===== src/rtl/slp_pkg.sv =====
`timescale 1ns / 1ps

package slp_pkg;

  // Address path width (all address sums wrap at this width)
  localparam int ADDR_W = 32;

  // Token queue between the character front end and the record engine
  localparam int FIFO_DEPTH = 4;
  localparam int FIFO_AW    = $clog2(FIFO_DEPTH);

  // Result kinds carried on out_tuser
  typedef enum logic [1:0] {
    KIND_WRITE = 2'd0,
    KIND_DONE  = 2'd1,
    KIND_ERROR = 2'd2
  } out_kind_t;

  // Result status codes
  localparam logic [2:0] ST_OK   = 3'd0;
  localparam logic [2:0] ST_CSUM = 3'd1;
  localparam logic [2:0] ST_OOM  = 3'd6;

  // One classified character
  typedef struct packed {
    logic       line_err;   // line status 1..4
    logic [2:0] err_status; // status code for a line error
    logic       is_s;       // character is 'S'
    logic       rec_ok;     // character is a supported record type
    logic [2:0] rec_kind;   // [1:0] address bytes - 2, [2] end record
    logic [3:0] nib;        // hex value, 0 for non-hex
  } tok_t;

endpackage


===== src/rtl/srecord_stream_loader_unit.sv =====
`timescale 1ns / 1ps
// S-record stream loader.
// Input stream: one received character per transaction, in_tdata[7:0] the
// character, in_tdata[10:8] its line status. Output stream: at most one result
// per character, out_tuser the result kind (memory write, done, error halt),
// out_tdata the address, data byte and status.
// Configuration: cfg_wr_en with cfg_index 0 (window base) or 1 (window length)
// and cfg_wdata; write only while the block is idle.
// A character is written into the token queue on the edge that accepts it; the
// engine pops it once the result register is free or being taken, and registers its result.
// Throughput: one character per cycle while the output is not stalled, set by the
// record engine reading the four-entry token queue.
// A stalled output holds its result; the queue keeps accepting until it holds
// four characters, then in_tready drops.
// Reset (synchronous, rst_n low) clears the queue, the window registers and
// the engine, which then hunts for the next 'S'. After a done or an error
// result, all characters are consumed and dropped until the next reset.
module srecord_stream_loader_unit
  import slp_pkg::*;
(
  input  logic        clk,
  input  logic        rst_n,
  // character input
  input  logic        in_tvalid,
  output logic        in_tready,
  input  logic [15:0] in_tdata,   // rx_char[7:0], line_status[10:8], zero pad
  // results
  output logic        out_tvalid,
  input  logic        out_tready,
  output logic [47:0] out_tdata,  // mem_address[31:0], write_byte[39:32],
                                  // status[42:40], zero pad
  output logic [1:0]  out_tuser,  // out_kind[1:0]
  // configuration
  input  logic        cfg_wr_en,
  input  logic [1:0]  cfg_index,
  input  logic [31:0] cfg_wdata
);

  tok_t              in_tok, q_tok;
  logic              q_full, q_valid, q_pop;
  out_kind_t         res_kind;
  logic [ADDR_W-1:0] res_addr;
  logic [7:0]        res_byte;
  logic [2:0]        res_status;

  // character classification
  slp_front u_front (
    .rx_char     (in_tdata[7:0]),
    .line_status (in_tdata[10:8]),
    .tok         (in_tok)
  );

  assign in_tready = !q_full;

  // token queue
  slp_fifo u_fifo (
    .clk      (clk),
    .rst_n    (rst_n),
    .push     (in_tvalid && !q_full),
    .push_tok (in_tok),
    .full     (q_full),
    .pop      (q_pop),
    .pop_tok  (q_tok),
    .valid    (q_valid)
  );

  // record engine
  slp_back u_back (
    .clk        (clk),
    .rst_n      (rst_n),
    .cfg_wr_en  (cfg_wr_en),
    .cfg_index  (cfg_index),
    .cfg_wdata  (cfg_wdata),
    .tok_valid  (q_valid),
    .tok        (q_tok),
    .tok_pop    (q_pop),
    .res_valid  (out_tvalid),
    .res_ready  (out_tready),
    .res_kind   (res_kind),
    .res_addr   (res_addr),
    .res_byte   (res_byte),
    .res_status (res_status)
  );

  assign out_tuser = res_kind;
  assign out_tdata = {5'd0, res_status, res_byte, res_addr};

endmodule


===== src/rtl/slp_front.sv =====
`timescale 1ns / 1ps

module slp_front
  import slp_pkg::*;
(
  input  logic [7:0] rx_char,
  input  logic [2:0] line_status,
  output tok_t       tok
);

  localparam logic [7:0] CH_S = 8'h53;
  localparam logic [7:0] CH_1 = 8'h31;
  localparam logic [7:0] CH_2 = 8'h32;
  localparam logic [7:0] CH_3 = 8'h33;
  localparam logic [7:0] CH_7 = 8'h37;
  localparam logic [7:0] CH_8 = 8'h38;
  localparam logic [7:0] CH_9 = 8'h39;
  localparam logic [7:0] CH_0 = 8'h30;
  localparam logic [7:0] CH_UA = 8'h41;
  localparam logic [7:0] CH_UF = 8'h46;
  localparam logic [7:0] CH_LA = 8'h61;
  localparam logic [7:0] CH_LF = 8'h66;

  logic is_digit;
  logic is_alpha;

  // hex classification: letters of either case map to low bits + 9
  assign is_digit = (rx_char >= CH_0) && (rx_char <= CH_9);
  assign is_alpha = ((rx_char >= CH_UA) && (rx_char <= CH_UF)) ||
                    ((rx_char >= CH_LA) && (rx_char <= CH_LF));

  always_comb begin
    tok            = '0;
    tok.line_err   = (line_status != 3'd0) && (line_status <= 3'd4);
    tok.err_status = line_status + 3'd1;
    tok.is_s       = (rx_char == CH_S);
    if (is_digit) begin
      tok.nib = rx_char[3:0];
    end else if (is_alpha) begin
      tok.nib = rx_char[3:0] + 4'd9;
    end

    // record type decode
    tok.rec_ok = 1'b1;
    unique case (rx_char)
      CH_1:    tok.rec_kind = 3'd0;
      CH_2:    tok.rec_kind = 3'd1;
      CH_3:    tok.rec_kind = 3'd2;
      CH_9:    tok.rec_kind = 3'd4;
      CH_8:    tok.rec_kind = 3'd5;
      CH_7:    tok.rec_kind = 3'd6;
      default: begin
        tok.rec_kind = 3'd0;
        tok.rec_ok   = 1'b0;
      end
    endcase
  end

endmodule


===== src/rtl/slp_fifo.sv =====
`timescale 1ns / 1ps

module slp_fifo
  import slp_pkg::*;
(
  input  logic clk,
  input  logic rst_n,
  input  logic push,
  input  tok_t push_tok,
  output logic full,
  input  logic pop,
  output tok_t pop_tok,
  output logic valid
);

  tok_t               mem_r [FIFO_DEPTH];
  logic [FIFO_AW-1:0] wr_ptr_r;
  logic [FIFO_AW-1:0] rd_ptr_r;
  logic [FIFO_AW:0]   cnt_r;

  assign full    = (cnt_r == (FIFO_AW+1)'(FIFO_DEPTH));
  assign valid   = (cnt_r != '0);
  assign pop_tok = mem_r[rd_ptr_r];

  // storage
  always_ff @(posedge clk) begin
    if (push) begin
      mem_r[wr_ptr_r] <= push_tok;
    end
  end

  // pointers and fill count
  always_ff @(posedge clk) begin
    if (!rst_n) begin
      wr_ptr_r <= '0;
      rd_ptr_r <= '0;
      cnt_r    <= '0;
    end else begin
      if (push) wr_ptr_r <= wr_ptr_r + 1'b1;
      if (pop)  rd_ptr_r <= rd_ptr_r + 1'b1;
      case ({push, pop})
        2'b10:   cnt_r <= cnt_r + 1'b1;
        2'b01:   cnt_r <= cnt_r - 1'b1;
        default: cnt_r <= cnt_r;
      endcase
    end
  end

endmodule


===== src/rtl/slp_back.sv =====
`timescale 1ns / 1ps

module slp_back
  import slp_pkg::*;
(
  input  logic              clk,
  input  logic              rst_n,
  // configuration
  input  logic              cfg_wr_en,
  input  logic [1:0]        cfg_index,
  input  logic [ADDR_W-1:0] cfg_wdata,
  // token queue
  input  logic              tok_valid,
  input  tok_t              tok,
  output logic              tok_pop,
  // results
  output logic              res_valid,
  input  logic              res_ready,
  output out_kind_t         res_kind,
  output logic [ADDR_W-1:0] res_addr,
  output logic [7:0]        res_byte,
  output logic [2:0]        res_status
);

  typedef enum logic [7:0] {
    PH_HUNT  = 8'b0000_0001,
    PH_TYPE  = 8'b0000_0010,
    PH_COUNT = 8'b0000_0100,
    PH_ADDR  = 8'b0000_1000,
    PH_DATA  = 8'b0001_0000,
    PH_CSUM  = 8'b0010_0000,
    PH_DONE  = 8'b0100_0000,
    PH_HALT  = 8'b1000_0000
  } phase_t;

  localparam logic [1:0] REG_BASE   = 2'd0;
  localparam logic [1:0] REG_LENGTH = 2'd1;

  // configuration; window end kept precomputed
  logic [ADDR_W-1:0] base_r, length_r, end_r;

  phase_t            phase_r, phase_nxt;
  logic [3:0]        hi_r, hi_nxt;
  logic              pend_r, pend_nxt;
  logic [2:0]        kind_r, kind_nxt;
  logic [7:0]        count_r, count_nxt;
  logic [2:0]        left_r, left_nxt;
  logic [ADDR_W-1:0] acc_r, acc_nxt;
  logic [7:0]        sum_r, sum_nxt;
  logic [ADDR_W-1:0] wptr_r, wptr_nxt;

  logic              valid_r, valid_nxt;
  out_kind_t         rkind_r, rkind_nxt;
  logic [ADDR_W-1:0] raddr_r, raddr_nxt;
  logic [7:0]        rbyte_r, rbyte_nxt;
  logic [2:0]        rstat_r, rstat_nxt;

  logic [7:0]        cur_byte;
  logic [2:0]        wide;
  logic [ADDR_W-1:0] shifted, resolved;
  logic              in_win, oom;

  assign tok_pop    = tok_valid && (!valid_r || res_ready);
  assign res_valid  = valid_r;
  assign res_kind   = rkind_r;
  assign res_addr   = raddr_r;
  assign res_byte   = rbyte_r;
  assign res_status = rstat_r;

  // byte assembly and address window resolution
  assign cur_byte = {hi_r, tok.nib};
  assign wide     = {1'b0, kind_r[1:0]} + 3'd2;
  assign shifted  = {acc_r[ADDR_W-9:0], cur_byte};
  assign in_win   = (shifted >= base_r) && (shifted <= end_r);
  assign resolved = in_win ? shifted : (base_r + shifted);
  assign oom      = (resolved < base_r) || (resolved > end_r);

  // configuration writes
  always_ff @(posedge clk) begin
    if (!rst_n) begin
      base_r   <= '0;
      length_r <= '0;
      end_r    <= '0;
    end else if (cfg_wr_en) begin
      case (cfg_index)
        REG_BASE: begin
          base_r <= cfg_wdata;
          end_r  <= cfg_wdata + length_r;
        end
        REG_LENGTH: begin
          length_r <= cfg_wdata;
          end_r    <= base_r + cfg_wdata;
        end
        default: ;
      endcase
    end
  end

  // record engine
  always_comb begin
    phase_nxt = phase_r;
    hi_nxt    = hi_r;
    pend_nxt  = pend_r;
    kind_nxt  = kind_r;
    count_nxt = count_r;
    left_nxt  = left_r;
    acc_nxt   = acc_r;
    sum_nxt   = sum_r;
    wptr_nxt  = wptr_r;
    valid_nxt = valid_r && !res_ready;
    rkind_nxt = rkind_r;
    raddr_nxt = raddr_r;
    rbyte_nxt = rbyte_r;
    rstat_nxt = rstat_r;

    if (tok_pop) begin
      unique case (phase_r) inside
        PH_HUNT: begin
          if (!tok.line_err && tok.is_s) phase_nxt = PH_TYPE;
        end
        PH_TYPE: begin
          pend_nxt = 1'b0;
          if (tok.line_err || !tok.rec_ok) begin
            phase_nxt = PH_HUNT;
          end else begin
            kind_nxt  = tok.rec_kind;
            phase_nxt = PH_COUNT;
          end
        end
        PH_COUNT, PH_ADDR, PH_DATA, PH_CSUM: begin
          if (tok.line_err) begin
            phase_nxt = PH_HALT;
            valid_nxt = 1'b1;
            rkind_nxt = KIND_ERROR;
            raddr_nxt = '0;
            rbyte_nxt = '0;
            rstat_nxt = tok.err_status;
          end else if (!pend_r) begin
            hi_nxt   = tok.nib;
            pend_nxt = 1'b1;
          end else begin
            pend_nxt = 1'b0;
            unique case (phase_r)
              PH_COUNT: begin
                count_nxt = cur_byte;
                sum_nxt   = cur_byte;
                acc_nxt   = '0;
                left_nxt  = wide;
                phase_nxt = PH_ADDR;
              end
              PH_ADDR: begin
                acc_nxt  = shifted;
                sum_nxt  = sum_r + cur_byte;
                left_nxt = left_r - 3'd1;
                if (left_r == 3'd1) begin
                  if (oom) begin
                    phase_nxt = PH_HALT;
                    valid_nxt = 1'b1;
                    rkind_nxt = KIND_ERROR;
                    raddr_nxt = '0;
                    rbyte_nxt = '0;
                    rstat_nxt = ST_OOM;
                  end else begin
                    acc_nxt  = resolved;
                    wptr_nxt = resolved;
                    // data bytes = count - address bytes - checksum byte
                    if (count_r > {5'd0, wide}) begin
                      count_nxt = count_r - {5'd0, wide} - 8'd1;
                      phase_nxt = (count_r == {5'd0, wide} + 8'd1) ? PH_CSUM : PH_DATA;
                    end else begin
                      count_nxt = 8'd0;
                      phase_nxt = PH_CSUM;
                    end
                  end
                end
              end
              PH_DATA: begin
                sum_nxt   = sum_r + cur_byte;
                wptr_nxt  = wptr_r + 1'b1;
                count_nxt = count_r - 8'd1;
                if (count_r == 8'd1) phase_nxt = PH_CSUM;
                valid_nxt = 1'b1;
                rkind_nxt = KIND_WRITE;
                raddr_nxt = wptr_r;
                rbyte_nxt = cur_byte;
                rstat_nxt = ST_OK;
              end
              default: begin
                // checksum byte
                if (cur_byte != ~sum_r) begin
                  phase_nxt = PH_HALT;
                  valid_nxt = 1'b1;
                  rkind_nxt = KIND_ERROR;
                  raddr_nxt = '0;
                  rbyte_nxt = '0;
                  rstat_nxt = ST_CSUM;
                end else if (kind_r[2]) begin
                  phase_nxt = PH_DONE;
                  valid_nxt = 1'b1;
                  rkind_nxt = KIND_DONE;
                  raddr_nxt = acc_r;
                  rbyte_nxt = '0;
                  rstat_nxt = ST_OK;
                end else begin
                  phase_nxt = PH_HUNT;
                end
              end
            endcase
          end
        end
        default: ; // done or halted: characters are dropped
      endcase
    end
  end

  // control state
  always_ff @(posedge clk) begin
    if (!rst_n) begin
      phase_r <= PH_HUNT;
      hi_r    <= '0;
      pend_r  <= 1'b0;
      kind_r  <= '0;
      count_r <= '0;
      left_r  <= '0;
      acc_r   <= '0;
      sum_r   <= '0;
      wptr_r  <= '0;
      valid_r <= 1'b0;
    end else begin
      phase_r <= phase_nxt;
      hi_r    <= hi_nxt;
      pend_r  <= pend_nxt;
      kind_r  <= kind_nxt;
      count_r <= count_nxt;
      left_r  <= left_nxt;
      acc_r   <= acc_nxt;
      sum_r   <= sum_nxt;
      wptr_r  <= wptr_nxt;
      valid_r <= valid_nxt;
    end
  end

  // result payload register
  always_ff @(posedge clk) begin
    rkind_r <= rkind_nxt;
    raddr_r <= raddr_nxt;
    rbyte_r <= rbyte_nxt;
    rstat_r <= rstat_nxt;
  end

endmodule


===== config.mk =====
export PLATFORM = sky130hd
export DESIGN_NAME = srecord_stream_loader_unit
export DESIGN_NICKNAME = d
export VERILOG_FILES = /design/src/rtl/slp_pkg.sv /design/src/rtl/srecord_stream_loader_unit.sv /design/src/rtl/slp_front.sv /design/src/rtl/slp_fifo.sv /design/src/rtl/slp_back.sv
export SDC_FILE = /design/constraint.sdc
export NUM_CORES = 1
export LEC_CHECK = 0
export ABC_AREA = 1
export BUFFER_PORTS_ARGS = -buffer_cell sky130_fd_sc_hd__buf_2
export CORE_UTILIZATION = 40
export DETAILED_ROUTE_END_ITERATION = 8
export GPL_TIMING_DRIVEN = 1
export MAX_ROUTING_LAYER = met4
export PLACE_DENSITY = 0.62
export SYNTH_ARGS = -nofsm -noshare
export SYNTH_HDL_FRONTEND = slang
export SYNTH_SLANG_ARGS = --single-unit
export TNS_END_PERCENT = 10

===== constraint.sdc =====
create_clock -name clk -period 15.9 [get_ports clk]
set_input_delay 0.795 -clock clk [delete_from_list [all_inputs] [get_ports clk]]
set_output_delay 0.795 -clock clk [all_outputs]
set_load 0.01 [all_outputs]

# == Yosys cells after proc, flatten, opt, wreduce, memory -nomap -nowiden ==
# Memory sizes are Yosys's and may differ from the RTL's. A register that Yosys moved wholly into a read port is not among the register bits.
# Index checks and enable logic that the tools add are counted.
# op_classes
eq_ne,31
addsub,17
muxes,73
n_lt_le_gt_ge,12
bitwise,4
reduce_logical,46
# op_table
cell,n
2-to-1 mux 32 bit,10
one-hot mux 32 bit (2 select lines),3
2-to-1 mux 8 bit,16
adder 32 bit,3
one-hot mux 32 bit (3 select lines),1
one-hot mux 8 bit (3 select lines),4
"equality test 8 x 6 -> 1 bit, second input constant",7
"adder 32 x 1 -> 32 bit, second input constant",1
greater-or-equal comparator 32 bit,1
greater-than comparator 32 bit,1
<= comparator 32 bit,1
less-than comparator 32 bit,1
2-to-1 mux 3 bit,7
AND reduction 7 bit,3
"equality test 8 x 1 -> 1 bit, second input constant",2
"greater-or-equal comparator 8 x 7 -> 1 bit, second input constant",2
"<= comparator 8 x 7 -> 1 bit, second input constant",2
one-hot mux 8 bit (2 select lines),1
"subtractor 8 x 1 -> 8 bit, second input constant",2
one-hot mux 3 bit (5 select lines),1
2-to-1 mux 2 bit,7
nonzero test 2 bit,7
2-to-1 mux 1 bit,13
one-hot mux 3 bit (2 select lines),2
51 further kinds,85
# totals
register_bits,248
ramBits,52
mem_count,1
input_bits,55
# memory_table
name,words,word_bits,read_ports,rd_clocked_by_memory_dff,wr,line_no,rtl
u_fifo.mem_r,4,13,1,1,1,slp_fifo.sv:16,tok_t mem_r [FIFO_DEPTH];

# == Longest topological paths before layout ==
# Gate-level depths: netlist of the first run.
# logic_depth
ltp_word,12
depth_mapped,41
depth_no_buf,39

# == Cells and area by module ==
# From an unflattened synthesis of the first run, not the netlist that was laid out.
# unflattened
cells_unflattened,2867
area_unflattened_um2,20883.8
# modules_own_cells
module,area_per_inst_um2,instances,cells_per_inst,seq_area_each_um2
slp_back,18041.1,1,2611,5275.1
slp_fifo,2416.1,1,183,1741.7
slp_front,371.6,1,64,0.0
srecord_stream_loader_unit,55.1,1,9,0.0

# == Least setup slack after synthesis of the first run ==
# Ideal clock, no wire load.
# synth_path
path_type,reg-to-reg
start,register with a tool-made name
end,"register u_back.raddr_r[0], in the netlist u_back.res_addr[0] (enable)"
slack_ns,9.786
stages_incl_launch_ff,35
arrival_ns,5.715
setup_ns,0.399
path_buffers,2
path_cell_list,dfxtp_1 clkbuf_1 clkbuf_1 nand2_1 a32oi_1 ha_1 inv_1 a21oi_1 o21ai_0 nand3_1 nand2_1 nand2_1 nand3_1 nand3_1 nand2_1 nand2_1 nand2_1 nand2_1 a31oi_1 xor2_1 nand2_1 o21ai_0 inv_1 ha_1 nand4_1 nor4_1 inv_1 nor4_1 nand2_1 a32o_1 nand2_2 nand2_1 nand2_1 nand3_1 inv_1
# synth_rtl
element,line_no,rtl
to (signal assigned),slp_back.sv:246,raddr_r <= raddr_nxt;
to (decl),slp_back.sv:54,"logic [ADDR_W-1:0] raddr_r, raddr_nxt;"

==> results of run 1 <==
-- power breakdown --
group          internal (mW)  switching, mW  total (mW)
combinational          0.230          0.495       0.725
clock                  0.533          0.366       0.900
sequential             0.836         0.0185       0.855
-- cell families (layout without fill, tap and decap cells) --
family / after synthesis / after routing / synth area share, %
other: 1 / 6 / 0.01807
buffers and inverters: 488 / 563 / 9.112
DFF: 302 / 302 / 33.82
and+or+nand+nor: 1045 / 1045 / 21.51
AOI/OAI and AO/OA: 705 / 705 / 18.50
xor gates and xnor gates: 78 / 78 / 3.293
adders and majority gates: 225 / 225 / 13.75
-- routing by layer --
layer / wire (um) / vias up
met1: 26750 / 8963
li1: - / 9667
met3: 3376 / 115
met4: 1816 / 0
met2: 29190 / 499
met5: 0 / -
-- worst min path at each step --
stage	start	end	cells past startpoint
after detailed placement	u_back.length_r[18]	u_back.length_r[18]	2
after global routing	u_back.length_r[12]	u_back.length_r[12]	2
after CTS	u_back.length_r[6]	u_back.length_r[6]	2
after floorplan	u_fifo.cnt_r[0]	u_fifo.cnt_r[0]	1
after global placement	u_back.length_r[0]	u_back.length_r[0]	2
final	u_back.length_r[5]	u_back.length_r[5]	2
-- registers in the layout, summed over array words and instances (netlist names), 32 cells and up, named ones only --
name             flops
u_back.end_r        32
u_back.res_addr     32
u_back.base_r       32
u_fifo.mem_r        52
u_back.acc_r        32
u_back.length_r     32
u_back.wptr_r       32
-- Yosys cell counts (10+ instances only) --
library cell and number:
inv_2 12, nand2_1 521, o21ai_0 266, buf_2 16, a21oi_1 299, clkbuf_1 80
xnor2_1 13, nand4_1 30, edfxtp_1 97, nand3_1 158, o211ai_1 10, ha_1 220
a31oi_1 18, o22ai_1 30, nor2_1 250, xor2_1 65, inv_1 364, o221ai_1 11
nor4_1 12, o21ai_1 12, dfxtp_1 205, nor3_1 35
-- per-stage QoR --
stage,hold WS (ps),utilization [%]
after floorplan,422.3,-
after global placement,442.5,42.48
after detailed placement,453.6,42.48
after CTS,461.2,44.99
after global routing,472.6,45.00
final,459.6,45.00
-- area by class of cell --
cell class / count / share of cell area, %
repair buffers: 117 / 2.764
diodes: 1 / 0.01084
clock inverters: 20 / 1.100
clock buffers: 46 / 4.477
well taps: 680 / 3.686
multi-input cells: 2058 / 51.38
flip-flops and latches: 302 / 30.40
inverters: 380 / 6.185
-- worst register-to-register path, cell delays in order, from the launching register on --
cell	delay [ps]
dfxtp_1	300
buf_4	220
inv_2	370
nand2_1	100
a32oi_1	720
ha_1	400
o31ai_1	590
nand4_1	160
nand4_1	240
nand2_1	110
nand2_1	130
a31oi_1	170
o21ai_0	370
xor2_1	180
nand2_1	60
o21ai_0	330
inv_1	180
ha_1	340
a21oi_1	150
nor2_1	60
a2111oi_0	900
a32o_1	410
nand2_2	160
inv_1	880
nand3_1	170
nand3_1	180
a21oi_1	90
==> summary.txt, run 1 <==
Run status
  • Outcome: completed

Global route
  • Largest net degree at the start of global routing: 100
  • First-pass GRT wire length: around 100,000 um
  • Total global routing overflow: 0
  • Met3 GRT Util: 3.708%
  • Vias in the first global route: between 15,000 and 20,000
  • Met1 GRT Util: ~29%
  • Global routing usage on met2: 39.61%
  • GRT Util Overall: roughly a quarter
  • GR peak layer: met2
  • Initial antenna violation count: 1

Finish
  • Post-layout instance area: around 23,000 sq um
  • Share of cells above drive strength 1: around 7.8%
  • Commonest non-fill, non-tap cell in the layout: nand2_1
  • Register area: about 7000 sq um
  • Multi-input logic area: roughly 12,000 sq um
  • Commonest non-fill, non-tap cells in the layout: nand2_1, inv_1, a21oi_1
  • Layout fillers: roughly 5,300
  • Non-Filler Instances: 3,604
  • NumNets Final: 3,177
  • Area Growth Syn to Fin: 11.26%

Hold path
  • Hold Path Class: reg2reg

Clock network
  • Clock transition at path regs: approximately 60 ps
  • Worst skew pair latency: 580 ps
  • Inserted Clock Buffers: 38
  • Hold buffers post-CTS: 0
  • TritonCTS clock tree: built
  • Clk sink count: 302
  • Clk buf depth: 3
  • Post_cts resized: 0
  • Htree depth: 2
  • Setup Fix Bufs, Post-CTS: 0
  • Clock Tree Root: clkbuf_16

Worst setup path
  • Crit Path Max Fanout: 33
  • Critical Path RT: 16,310 ps
  • Most frequent CP cell: nand2_1
  • Reg-to-reg endpoint: u_back.acc_r[18]
  • Slowest CP cell: a2111oi_0
  • CP arrival: between 8000 and 9000 ps
  • Setup crit end kind: flop
  • CP endpoint: u_back.acc_r[18]
  • Reg2Reg Depth: 26
  • Levels on crit path: 26
  • Critical path's top delay family: compound AO/OA/AOI/OAI gates
  • R2r setup slk: 7770 ps
  • CP max stage delay: 900 ps
  • Crit path launch type: flop
  • Crit path kind: reg2reg
  • Critical path buffer and inverter count: 4

Die
  • Die width: about 230 um
  • Num ports: between 100 and 150
  • Core Footprint: 51,300 sq um
  • Die extent in y: ~230 um
  • Initial core utilization: 40.44%
  • DIE AREA: roughly 53,000 sq um
  • Row count: 83

STA
  • Fmax: approximately 0.12 GHz
  • Slew @ Worst Pin: 1213 ps
  • Slew HR: approximately a fifth
  • Sum Neg Setup Slack: 0 ps
  • Worst Skew: 22.45 ps
  • Final period util: 51.11%
  • # setup viols final: 0
  • Final WS setup: ~7800 ps
  • Pins Over Slew Limit: 0
  • RSZ-0062 raised after global routing: no
  • Minimum clock period: just over 8000 ps
  • Fin. Hold Viols: 0

Drt
  • Vias after detailed routing: between 15,000 and 20,000
  • Post-Route WL: between 60,000 and 70,000 um
  • Drt pass-1 iters: 7
  • Initial DRC Count: approximately 1,400
  • DR WL/cell: between 15 and 20 um
  • Detail Route Antenna Nets: 0
  • Drt drc: 0
  • Via density: around 5.3

Power
  • P_leak: about 11 nW
  • Peak VDD IR: 0.06336 mV
  • Total Power: between 2 and 2.5 mW
  • PD cells: ~110 nW/um^2

Logic synthesis
  • Sequential area share after synthesis: 33.82%
  • Distinct cell type count of the synthesized netlist: 60
  • Synth area leader: dfxtp_1
  • Post-synth EDFFs: between 90 and 100
  • Syn avg cell area: approximately 7.3 sq um
  • Dominant synthesized flop cell: dfxtp_1
  • Dominant cells by area after synthesis: dfxtp_1, edfxtp_1, ha_1
  • Asr flop ratio synth: 0%
  • Synth warn: 0
  • Area share of the largest cell type after synthesis: roughly a fifth
  • Gate Count Post-Synth: about 2,800
  • Post-Synthesis Cell Area: ~21,000 sq um
  • #FFs+latches synth: 302

Placed design
  • DP Area: 21,790 sq um
  • Pre-CTS WS: between 7000 and 8000 ps
  • GP Congestion: about 0.93
  • HPWL Detailed: 46,060 um
  • IO Port Bufs: 96
  • Placed cell count: between 3,000 and 4,000

Job
  • Max cap viols: 0
No activity file was read; power rests on OpenSTA's default activity.
==> run 2: changes to the inputs <==
- clock period: 15.9 -> 8.25 ns (I/O delays scaled with it)
==> run 2 against run 1 <==
Compared with the run above:
- critical path depth up 9
- routed wire length decreased by 0.59%
- via count up 0.43%
- sequential share of layout area decreased by 0.21 points
- combinational power is 94% higher
- highest routed layer unchanged
- flip-flop and latch count unchanged
==> summary.txt, run 2 (synthesis gave the netlist of run 1 again) <==
Global route
  • Vias in the first global route: 18,430 (was 18,400)
  • First-pass GRT wire length: 97,340 um (was 98,300 um)
  • Total global routing overflow: 0 (unchanged)
  • Met3 GRT Util: 3.261% (was 3.708%)
  • Largest net degree at the start of global routing: 100 (unchanged)
  • Initial antenna violation count: 0 (was 1)
  • GRT Util Overall: 23.56% (was 23.77%)
  • Met1 GRT Util: 28.91% (was 29.38%)
  • GR peak layer: met2 (unchanged)
  • Global routing usage on met2: 39.39% (was 39.61%)

Power
  • P_leak: 10.78 nW (was 10.70 nW)
  • Peak VDD IR: 0.1335 mV (was 0.06336 mV)
  • PD cells: 209.4 nW/um^2 (was 107.4 nW/um^2)
  • Total Power: 4.867 mW (was 2.480 mW)

Finish
  • Share of cells above drive strength 1: 8.245% (was 7.766%)
  • Post-layout instance area: 23,240 sq um (was 23,080 sq um)
  • Area Growth Syn to Fin: 12.04% (was 11.26%)
  • NumNets Final: 3,188 (was 3,177)
  • Commonest non-fill, non-tap cells in the layout: nand2_1, inv_1, a21oi_1 (unchanged)
  • Commonest non-fill, non-tap cell in the layout: nand2_1 (unchanged)
  • Layout fillers: 5,194 (was 5,340)
  • Non-Filler Instances: 3,615 (was 3,604)
  • Antenna Cells: 0 (was 1)
  • Reg with most FFs: u_fifo.mem_r (unchanged)
  • Finished Core Util: 45.31% (was 45.00%)
  • Max FFs per register: 52 (unchanged)

Die
  • Initial core utilization: 40.44% (unchanged)
  • DIE AREA: 52,780 sq um (unchanged)
  • Row count: 83 (unchanged)
  • Die width: 229.7 um (unchanged)
  • Die extent in y: 229.7 um (unchanged)
  • Core Footprint: 51,300 sq um (unchanged)
  • Num ports: 107 (unchanged)

Hold path
  • Worst hold path stage count: 3 (was 2)
  • Hold Path Class: in2reg (was reg2reg)

STA
  • Sum Neg Setup Slack: 0 ps (unchanged)
  • RSZ-0062 raised after global routing: no (unchanged)
  • Fmax: 0.1426 GHz (was 0.1231 GHz)
  • Slew @ Worst Pin: 1209 ps (was 1213 ps)
  • # setup viols final: 0 (unchanged)
  • Worst Skew: 35.07 ps (was 22.45 ps)
  • Pins Over Slew Limit: 0 (unchanged)
  • Slew HR: 19.42% (was 19.11%)
  • Fin. Hold Viols: 0 (unchanged)
  • Final period util: 84.98% (was 51.11%)
  • Minimum clock period: 7011 ps (was 8126 ps)

Worst setup path
  • Reg2Reg Depth: 35 (was 26)
  • Critical Path RT: 8510 ps (was 16,310 ps)
  • Reg-to-reg endpoint: u_back.res_addr[8] (was u_back.acc_r[18])
  • Crit path kind: reg2reg (unchanged)
  • Crit path launch type: flop (unchanged)
  • CP arrival: 7270 ps (was 8530 ps)
  • Slowest CP cell: dfxtp_1 (was a2111oi_0)
  • R2r setup slk: 1240 ps (was 7770 ps)
  • CP endpoint: u_back.res_addr[8] (was u_back.acc_r[18])
  • Most frequent CP cell: nand2_1 (unchanged)
  • Crit Path Max Fanout: 38 (was 33)
  • Setup crit end kind: flop (unchanged)
  • CP max stage delay: 710 ps (was 900 ps)

Placed design
  • GP Congestion: 0.9378 (was 0.9253)
  • Placed cell count: 3,549 (was 3,537)
  • HPWL Detailed: 46,260 um (was 46,060 um)
  • DP Area: 21,900 sq um (was 21,790 sq um)
  • IO Port Bufs: 96 (unchanged)

Clock network
  • Inserted Clock Buffers: 37 (was 38)
  • Htree depth: 2 (unchanged)
  • Clock transition at path regs: 60 ps (about the same)
  • Worst skew pair latency: 600 ps (was 580 ps)
  • TritonCTS clock tree: built (unchanged)
  • Clk buf depth: 3 (unchanged)
  • Clock Tree Root: clkbuf_16 (unchanged)
  • Hold buffers post-CTS: 0 (unchanged)
  • Post_cts resized: 0 (unchanged)
  • Clk sink count: 302 (unchanged)
  • Setup Fix Bufs, Post-CTS: 0 (unchanged)

Job
  • Max cap viols: 0 (unchanged)

Drt
  • Drt pass-1 iters: 5 (was 7)
  • Vias after detailed routing: 19,330 (was 19,240)
  • Post-Route WL: 60,770 um (was 61,130 um)
  • Via density: 5.346 (was 5.340)
  • Initial DRC Count: 1,443 (was 1,378)
  • Detail Route Antenna Nets: 0 (unchanged)
  • Drt drc: 0 (unchanged)
  • DR WL/cell: 16.81 um (was 16.96 um)

Run status
  • Outcome: completed (unchanged)
-- run 2: changes by cell type in the layout (fill, tap and decap cells not counted), moves of 2 or more --
cell	delta
buf_4	+11
inv_6	-3
bufinv_16	+2
clkbuf_8	+2
clkinv_1	-2
clkinv_4	+2
-- run 2: layout make-up --
class / instances / area [sq um] / share of cell area [%]
multi-input combinational: 2058 / 11860 / 51.02
clock inverter: 21 / 321.6 / 1.383
timing repair buffer: 129 / 740.7 / 3.187
sequential: 302 / 7017 / 30.19
tap: 680 / 850.8 / 3.660
inverter: 380 / 1428 / 6.142
clock buffer: 45 / 1027 / 4.419
-- run 2: how the worst min path moves through the flow --
stage,startpoint,end
floorplan,u_fifo.cnt_r[0],u_fifo.cnt_r[0]
global placement,u_fifo.cnt_r[0],u_fifo.cnt_r[0]
finish,cfg_wdata[0],u_back.base_r[0]
global route,cfg_wdata[25],u_back.length_r[25]
detailed placement,u_back.length_r[31],u_back.length_r[31]
CTS,cfg_wdata[25],u_back.length_r[25]
-- run 2: metal layers --
layer / wire length, um / vias up / part of all wire (%)
met3: 3190 / 134 / 5.2
met1: 26680 / 8957 / 44
met2: 28990 / 545 / 48
met5: 0 / - / 0
li1: - / 9690 / -
met4: 1906 / 0 / 3.1
-- run 2: power by group --
| part | switching (mW) | leakage (nW) | internal [mW] |
|---|---|---|---|
| Sequential | 0.0483 | 2.66 | 1.61 |
| Clock | 0.712 | 0.643 | 1.09 |
| Combinational | 0.937 | 7.47 | 0.470 |
-- run 2: metrics by stage --
stage          hold WS [ps]  worst slack [ps]
2_1_floorplan         422.3              2136
3_3_place_gp          442.4              1256
3_5_place_dp          447.6              1258
4_1_cts               118.9              1209
5_1_grt               132.3             642.8
6_report              129.8              1239
-- run 2: critical path, delay by kind of cell, from the launching register on --
kind / cells / cell delay (ps)
simple gates: 19 / 2430
xor+xnor: 1 / 190
fa+ha+maj: 2 / 650
compound gates: 6 / 1270
flops: 1 / 710
buf+inv: 7 / 1350
